File: src/sv/mwm_pkg.sv
// Package with the constants, widths and sine table of the mecanum wheel mixer.
package mwm_pkg;

  localparam int unsigned HEADING_W = 9;
  localparam int unsigned MAG_W     = 7;
  localparam int unsigned DUTY_W    = 8;

  // Full scale of the duty value that the parameter may take.
  localparam int unsigned SCALE_W         = 16;
  localparam int unsigned DUTY_MAX_DEFAULT = 255;

  localparam logic [HEADING_W-1:0] DEG_FULL    = 9'd360;
  localparam logic [HEADING_W-1:0] DEG_HALF    = 9'd180;
  localparam logic [HEADING_W-1:0] DEG_QUARTER = 9'd90;
  localparam logic [HEADING_W-1:0] DEG_3QUART  = 9'd270;

  localparam int unsigned TRIG_W    = 16;  // signed Q1.14 value, -16384..16384
  localparam int unsigned PROD_W    = 22;  // signed trig times magnitude
  localparam int unsigned SPEED_W   = 23;  // signed sum or difference
  localparam int unsigned ABS_W     = 22;  // magnitude of a wheel speed
  localparam int unsigned SCALED_W  = ABS_W + SCALE_W;
  localparam int unsigned LOW_SHIFT = 16;  // the scale 1638400 is 2^16 * 25

  // Exact floor division by 25 for values below 2^22: multiply and shift.
  localparam int unsigned RECIP_W     = 23;
  localparam int unsigned RECIP_SHIFT = 27;
  localparam logic [RECIP_W-1:0] RECIP_25 = 23'd5368710;
  localparam int unsigned QPROD_W = ABS_W + RECIP_W;
  localparam int unsigned QUOT_W  = QPROD_W - RECIP_SHIFT;

  localparam int unsigned NUM_STAGES = 7;
  localparam int unsigned NUM_LANES  = 2;  // lane 0 is y+x, lane 1 is y-x

  // round(sin(k degrees) * 16384) for k = 0..90.
  localparam logic [14:0] QUARTER_SINE [91] = '{
        15'd0,   15'd286,   15'd572,   15'd857,  15'd1143,  15'd1428,  15'd1713,
     15'd1997,  15'd2280,  15'd2563,  15'd2845,  15'd3126,  15'd3406,  15'd3686,
     15'd3964,  15'd4240,  15'd4516,  15'd4790,  15'd5063,  15'd5334,  15'd5604,
     15'd5872,  15'd6138,  15'd6402,  15'd6664,  15'd6924,  15'd7182,  15'd7438,
     15'd7692,  15'd7943,  15'd8192,  15'd8438,  15'd8682,  15'd8923,  15'd9162,
     15'd9397,  15'd9630,  15'd9860, 15'd10087, 15'd10311, 15'd10531, 15'd10749,
    15'd10963, 15'd11174, 15'd11381, 15'd11585, 15'd11786, 15'd11982, 15'd12176,
    15'd12365, 15'd12551, 15'd12733, 15'd12911, 15'd13085, 15'd13255, 15'd13421,
    15'd13583, 15'd13741, 15'd13894, 15'd14044, 15'd14189, 15'd14330, 15'd14466,
    15'd14598, 15'd14726, 15'd14849, 15'd14968, 15'd15082, 15'd15191, 15'd15296,
    15'd15396, 15'd15491, 15'd15582, 15'd15668, 15'd15749, 15'd15826, 15'd15897,
    15'd15964, 15'd16026, 15'd16083, 15'd16135, 15'd16182, 15'd16225, 15'd16262,
    15'd16294, 15'd16322, 15'd16344, 15'd16362, 15'd16374, 15'd16382, 15'd16384
  };

  // Sine in signed Q1.14 of an angle already reduced to 0..359 degrees.
  function automatic logic signed [TRIG_W-1:0] sine_q14(input logic [HEADING_W-1:0] deg);
    logic [HEADING_W-1:0] idx;
    logic                 neg;
    logic [TRIG_W-1:0]    mag;
    if (deg <= DEG_QUARTER) begin
      idx = deg;
      neg = 1'b0;
    end else if (deg <= DEG_HALF) begin
      idx = DEG_HALF - deg;
      neg = 1'b0;
    end else if (deg <= DEG_3QUART) begin
      idx = deg - DEG_HALF;
      neg = 1'b1;
    end else begin
      idx = DEG_FULL - deg;
      neg = 1'b1;
    end
    mag = {1'b0, QUARTER_SINE[idx[6:0]]};
    return neg ? $signed(-mag) : $signed(mag);
  endfunction

endpackage

File: src/sv/mecanum_wheel_mixer.sv
// Mecanum wheel mixer: heading and magnitude in, four wheel duties and directions out.
// Throughput is one word per cycle; the pipeline moves as one and halts only
// while a finished word waits at the output under out_stall_i.
// The active-low asynchronous reset clears every stage's valid bit; data
// registers are not reset. The block keeps no state between words.
module mecanum_wheel_mixer #(
  parameter int unsigned DUTY_MAX = mwm_pkg::DUTY_MAX_DEFAULT
) (
  input  logic                         clk_i,
  input  logic                         rst_ni,
  input  logic                         in_valid_i,
  output logic                         in_stall_o,
  input  logic [mwm_pkg::HEADING_W-1:0] heading_deg_i,
  input  logic [mwm_pkg::MAG_W-1:0]     magnitude_pct_i,
  output logic                         out_valid_o,
  input  logic                         out_stall_i,
  output logic [mwm_pkg::DUTY_W-1:0]    front_left_duty_o,
  output logic                         front_left_reverse_o,
  output logic [mwm_pkg::DUTY_W-1:0]    front_right_duty_o,
  output logic                         front_right_reverse_o,
  output logic [mwm_pkg::DUTY_W-1:0]    rear_left_duty_o,
  output logic                         rear_left_reverse_o,
  output logic [mwm_pkg::DUTY_W-1:0]    rear_right_duty_o,
  output logic                         rear_right_reverse_o
);
  import mwm_pkg::*;

  // The duty limit scales every wheel speed, so it must fit the scale multiplier.
  localparam logic [SCALE_W-1:0] DutyMaxK = SCALE_W'(DUTY_MAX);

  // One valid bit per stage; the last one qualifies the output word.
  logic [NUM_STAGES-1:0] valid_q;
  logic                  advance;

  // Stage 1: heading reduced modulo 360, and the cosine angle beside it.
  logic [HEADING_W-1:0] deg_d, cdeg_d, deg_q, cdeg_q;
  logic [MAG_W-1:0]     mag1_q, mag2_q;

  // Stage 2: sine and cosine from the quarter-wave table.
  logic signed [TRIG_W-1:0] sin_q, cos_q;

  // Stage 3: x and y, scaled by 16384 * 100, held exactly.
  logic signed [PROD_W-1:0] sx_d, sy_d, sx_q, sy_q;

  // Stage 4 onward: two lanes, since front-left equals rear-right and
  // front-right equals rear-left.
  logic signed [SPEED_W-1:0] speed_d [NUM_LANES];
  logic [ABS_W-1:0]          abs_d [NUM_LANES];
  logic [ABS_W-1:0]          abs_q [NUM_LANES];
  logic [SCALED_W-1:0]       scaled_d [NUM_LANES];
  logic [ABS_W-1:0]          scaled_q [NUM_LANES];
  logic [QPROD_W-1:0]        qprod_d [NUM_LANES];
  logic [QUOT_W-1:0]         quot_q [NUM_LANES];
  logic [QUOT_W-1:0]         sat_d [NUM_LANES];
  logic [DUTY_W-1:0]         duty_q [NUM_LANES];
  logic [NUM_LANES-1:0]      rev4_q, rev5_q, rev6_q, rev7_q;

  // The whole pipe steps unless a finished word is held at the output.
  assign advance    = !valid_q[NUM_STAGES-1] || !out_stall_i;
  assign in_stall_o = !advance;

  always_ff @(posedge clk_i or negedge rst_ni) begin
    if (!rst_ni) begin
      valid_q <= '0;
    end else if (advance) begin
      valid_q <= {valid_q[NUM_STAGES-2:0], in_valid_i};
    end
  end

  always_comb begin
    deg_d  = (heading_deg_i >= DEG_FULL) ? heading_deg_i - DEG_FULL : heading_deg_i;
    cdeg_d = (deg_d >= DEG_3QUART) ? deg_d - DEG_3QUART : deg_d + DEG_QUARTER;
  end

  assign sx_d = PROD_W'(cos_q * $signed({1'b0, mag2_q}));
  assign sy_d = PROD_W'(sin_q * $signed({1'b0, mag2_q}));

  always_comb begin
    speed_d[0] = SPEED_W'(sy_q) + SPEED_W'(sx_q);
    speed_d[1] = SPEED_W'(sy_q) - SPEED_W'(sx_q);
    for (int l = 0; l < NUM_LANES; l++) begin
      abs_d[l]    = speed_d[l][SPEED_W-1] ? ABS_W'(-speed_d[l]) : ABS_W'(speed_d[l]);
      // The scale 16384 * 100 splits into a shift by 16 and a divide by 25.
      scaled_d[l] = SCALED_W'(abs_q[l]) * SCALED_W'(DutyMaxK);
      qprod_d[l]  = QPROD_W'(scaled_q[l]) * QPROD_W'(RECIP_25);
      sat_d[l]    = (quot_q[l] > QUOT_W'(DutyMaxK)) ? QUOT_W'(DutyMaxK) : quot_q[l];
    end
  end

  always_ff @(posedge clk_i) begin
    if (advance) begin
      deg_q  <= deg_d;
      cdeg_q <= cdeg_d;
      mag1_q <= magnitude_pct_i;
      sin_q  <= sine_q14(deg_q);
      cos_q  <= sine_q14(cdeg_q);
      mag2_q <= mag1_q;
      sx_q   <= sx_d;
      sy_q   <= sy_d;
      for (int l = 0; l < NUM_LANES; l++) begin
        abs_q[l]    <= abs_d[l];
        rev4_q[l]   <= speed_d[l][SPEED_W-1];
        scaled_q[l] <= scaled_d[l][SCALED_W-1:LOW_SHIFT];
        quot_q[l]   <= qprod_d[l][QPROD_W-1:RECIP_SHIFT];
        // Duty is masked to the field width when the limit exceeds it.
        duty_q[l]   <= sat_d[l][DUTY_W-1:0];
      end
      rev5_q <= rev4_q;
      rev6_q <= rev5_q;
      rev7_q <= rev6_q;
    end
  end

  assign out_valid_o           = valid_q[NUM_STAGES-1];
  assign front_left_duty_o     = duty_q[0];
  assign front_left_reverse_o  = rev7_q[0];
  assign rear_right_duty_o     = duty_q[0];
  assign rear_right_reverse_o  = rev7_q[0];
  assign front_right_duty_o    = duty_q[1];
  assign front_right_reverse_o = rev7_q[1];
  assign rear_left_duty_o      = duty_q[1];
  assign rear_left_reverse_o   = rev7_q[1];

endmodule

File: config.mk
export PLATFORM = sky130hd
export DESIGN_NAME = mecanum_wheel_mixer
export DESIGN_NICKNAME = d
export VERILOG_FILES = /design/src/sv/mwm_pkg.sv /design/src/sv/mecanum_wheel_mixer.sv
export SDC_FILE = /design/constraint.sdc
export NUM_CORES = 2
export LEC_CHECK = 0
export BUFFER_PORTS_ARGS = -buffer_cell sky130_fd_sc_hd__buf_2
export CAP_MARGIN = 20
export CORE_UTILIZATION = 35
export CTS_CLUSTER_SIZE = 28
export DETAILED_ROUTE_END_ITERATION = 10
export HOLD_SLACK_MARGIN = 0.12
export PLACE_DENSITY_LB_ADDON = 0.15
export SLEW_MARGIN = 40
export SYNTH_ARGS = -nofsm -noshare
export SYNTH_HDL_FRONTEND = slang
export SYNTH_SLANG_ARGS = --single-unit
File: constraint.sdc
create_clock -name clk_i -period 9.9 [get_ports clk_i]
set_input_delay 1.98 -clock clk_i [delete_from_list [all_inputs] [get_ports clk_i]]
set_output_delay 1.98 -clock clk_i [all_outputs]
set_load 0.01 [all_outputs]
==> summary.txt <==
Status
  – Status: complete, no violations

Critical path
  – Crit path max fanout: 7
  – Reg2reg start: scaled_q[0][6]$_DFFE_PN_
  – Critical Path AT: 7.39 ns
  – Worst r2r dst: quot_q[0][11]$_DFFE_PN_
  – Critical path data required time: 10.21 ns
  – Most frequent cell on the critical path: inv_1
  – Critical path origin: scaled_q[0][6]$_DFFE_PN_
  – Startpoint types: register
  – CP delay by family, top: adder cells
  – Crit path to: quot_q[0][11]$_DFFE_PN_
  – FF-to-FF path depth: 25
  – CP peak stage delay: 0.55 ns
  – CP max-delay cell: edfxtp_1
  – CP Depth: 25
  – Worst setup EP type: register
  – WS Path Type: register to register
  – R2R Setup Slk: 2.82 ns
  – WP buf/inv: 6

Detailed routing
  – Routed Antenna Nets: 0
  – Final wirelength: 96.0 mm
  – Vias per Instance: 4.98
  – Drt pass-1 iters: 5
  – Initial DRC count: 1785
  – Drt wl/cell: 16.5 microns
  – Residual DRC: 0
  – Via count: 29000

Timing
  – Setup TNS: 0 ns
  – Worst Tran Pin Value: 0.866 ns
  – Tmin final: 7.08 ns
  – Final Hold Vio Count: 0
  – Setup Viol. Count Final: 0
  – Skew final: 0.0202 ns
  – Fin. max-slew vios: 0
  – Final worst setup slack: 2.82 ns
  – Fmax: 141 MHz
  – Final period util: 71.6%
  – Rel. slew slack: 41.5%
  – RSZ-0062 raised after global routing: false

Synth
  – Yosys warns: 0
  – Post-synthesis area per instance: 9.78 sq um
  – Mapped Nets: 5516
  – Post-synthesis mux area share: 1.08%
  – Synthesized flop and latch total: 235
  – Synth top area cells: fa_1 27%, ha_1 20%, edfxtp_1 16%
  – Syn Std Cell Area: 41800 sq um
  – XOR/XNOR Fraction of Synth Area: 4.11%
  – Synth unique cells: 94
  – Adder-Cell Fraction of Synth Area: 46.8%
  – Compound-Gate Fraction of Synth Area: 11.1%
  – Mapped Cells: 4271
  – Sequential element share of the synthesized area: 16.8%
  – Top FF cell, synth: edfxtp_1
  – Async SR Flop Fraction: 2.98%
  – Simple-gate area share of the yosys netlist: 10.8%
  – Top cell type by total area after synthesis: fa_1
  – Yosys top cell area share: 26.9%
  – Number of flops mapped to enable cells by yosys: 228
  – Largest family of logic cells by synthesized area: adder cells

Job
  – MaxCap Viol Count: 0

Global route
  – Largest net degree at the start of global routing: 74
  – Total track usage: 16.4%
  – Global-route wire length before repair: 162 mm
  – Total gr overflow: 0
  – Vias in the first global route: 30500
  – Initial antenna violation count: 0

Die
  – Die Width: 348 microns
  – Num rows: 126
  – Core ar.: 118000 sq um
  – Chip Height: 348 microns
  – DIE AREA: 121000 sq um
  – Io pins: 58
  – Initial Util: 35.3%

Layout
  – Layout area overhead: 7.41%
  – Fin nets: 5499
  – Fin area: 44900 sq um
  – Number of diodes: 0
  – Layout cells sized above 1: 4.72%

CTS
  – CTS H-tree lvls: 2
  – Postcts setup bufs: 0
  – Num Clock Sinks: 235
  – Hold Buf Count CTS: 0
  – Clock Latency Late Sink: 0.57 ns
  – CTS Root Cell: clkbuf_16
  – Worst-path clk slew: 0.05 ns
  – Post-CTS Resized: 0
  – CTS tree: built
  – Clock buffer depth: 3
  – TritonCTS buffer count: 35

Placement
  – Detail Placement HPWL: 78.2 mm
  – Port buffer count: 57
  – Setup WS pre-CTS: 2.75 ns
  – Placed cell area: 43600 sq um
  – Placer Congestion: 0.897

Min path
  – Hold Path Depth: 0
  – HP Class: register to register
## synthesized netlist by cell type (8+ instances only)
library cell / n
inv_1: 857
ha_1: 664
fa_1: 561
edfxtp_1: 228
nand2_1: 197
nor2_1: 188
and2_1: 182
a21oi_1: 167
xnor2_1: 145
o21ai_0: 128
nor3_1: 80
clkbuf_1: 71
nand3_1: 59
xor2_1: 49
a21o_1: 44
o21a_1: 38
a211oi_1: 36
a31oi_1: 33
or3_1: 33
o211ai_1: 32
buf_2: 31
nor2b_1: 25
nand2b_1: 24
buf_4: 23
mux2i_1: 21
o31ai_1: 20
nand4_1: 19
and3_1: 17
o311ai_0: 15
or2_2: 15
mux2_2: 14
nor4_1: 13
a211o_1: 12
o221ai_1: 12
o22ai_1: 12
o2111ai_1: 11
a21boi_0: 9
a311oi_1: 9
buf_1: 9
a221oi_1: 8
o21ai_1: 8
o21bai_1: 8
## registers in the layout, summed over array words and instances, names as in the netlist, 7 cells and up
signal,flops
sy_q,22
sin_q,16
mag1_q,7
sx_q,22
cdeg_q,8
valid_q,7
quot_q,26
scaled_q,28
mag2_q,7
duty_q,16
cos_q,16
deg_q,9
abs_q,43
## area by class of cell
class                           instances  area (sq um)
Clock buffer                           39           933
Sequential cell                       235          7020
Tap cell                             1536          1920
Clock inverter                         24           358
Fill cell                           11900         73400
Multi-Input combinational cell       3039         30900
Timing Repair Buffer                   82           478
Inverter                              861          3230
## how the worst min path moves through the flow
stage                         from                  end  slack [ns]
2_1_floorplan  mag1_q[0]$_DFFE_PN_  mag2_q[0]$_DFFE_PN_        0.40
3_3_place_gp   rev4_q[0]$_DFFE_PN_  rev5_q[0]$_DFFE_PN_        0.40
3_5_place_dp   mag1_q[2]$_DFFE_PN_  mag2_q[2]$_DFFE_PN_        0.41
4_1_cts        mag1_q[2]$_DFFE_PN_  mag2_q[2]$_DFFE_PN_        0.41
5_1_grt        rev6_q[0]$_DFFE_PN_  rev7_q[0]$_DFFE_PN_        0.42
6_report       rev6_q[0]$_DFFE_PN_  rev7_q[0]$_DFFE_PN_        0.42
## cells in the final DEF, fill, tap and decap left out, types with 37 or more instances in the layout
cell type	netlist	layout
buf_2	31	58
clkbuf_16	0	37
and2_1	182	182
a21oi_1	167	167
nand3_1	59	59
xnor2_1	145	145
nor3_1	80	78
nand2_1	197	195
edfxtp_1	228	228
xor2_1	49	49
a21o_1	44	44
o21ai_0	128	128
o21a_1	38	38
ha_1	664	664
inv_1	857	857
fa_1	561	561
nor2_1	188	187
## per-stage QoR
stage	util (%)	hold slack, ns	std cells
after global routing	38.0	0.424	5816
after global placement	36.8	0.404	5752
final	38.0	0.417	5816
after detailed placement	36.9	0.406	5752
after floorplan	-	0.400	4271
after CTS	37.9	0.412	5815
## routing by layer
layer | up-vias | track usage [%] | share of wire [%]
met1 | 14100 | 23.1 | 48
li1 | 14200 | - | -
met4 | 0 | 3.94 | 2.0
met5 | - | 0 | 0
met2 | 523 | 27.0 | 46
met3 | 120 | 1.57 | 3.5
## cell families after synthesis
kind of cell,count (synthesis)
xor gates and xnor gates,195
DFF,235
and+or+nand+nor,888
adders and majority gates,1227
buffers and inverters,997
AOI/OAI and AO/OA,690
muxes,39
Power is left out: the tool's default activity adds up to more than one toggle a clock period on the data nets, which glitch-free logic cannot reach.
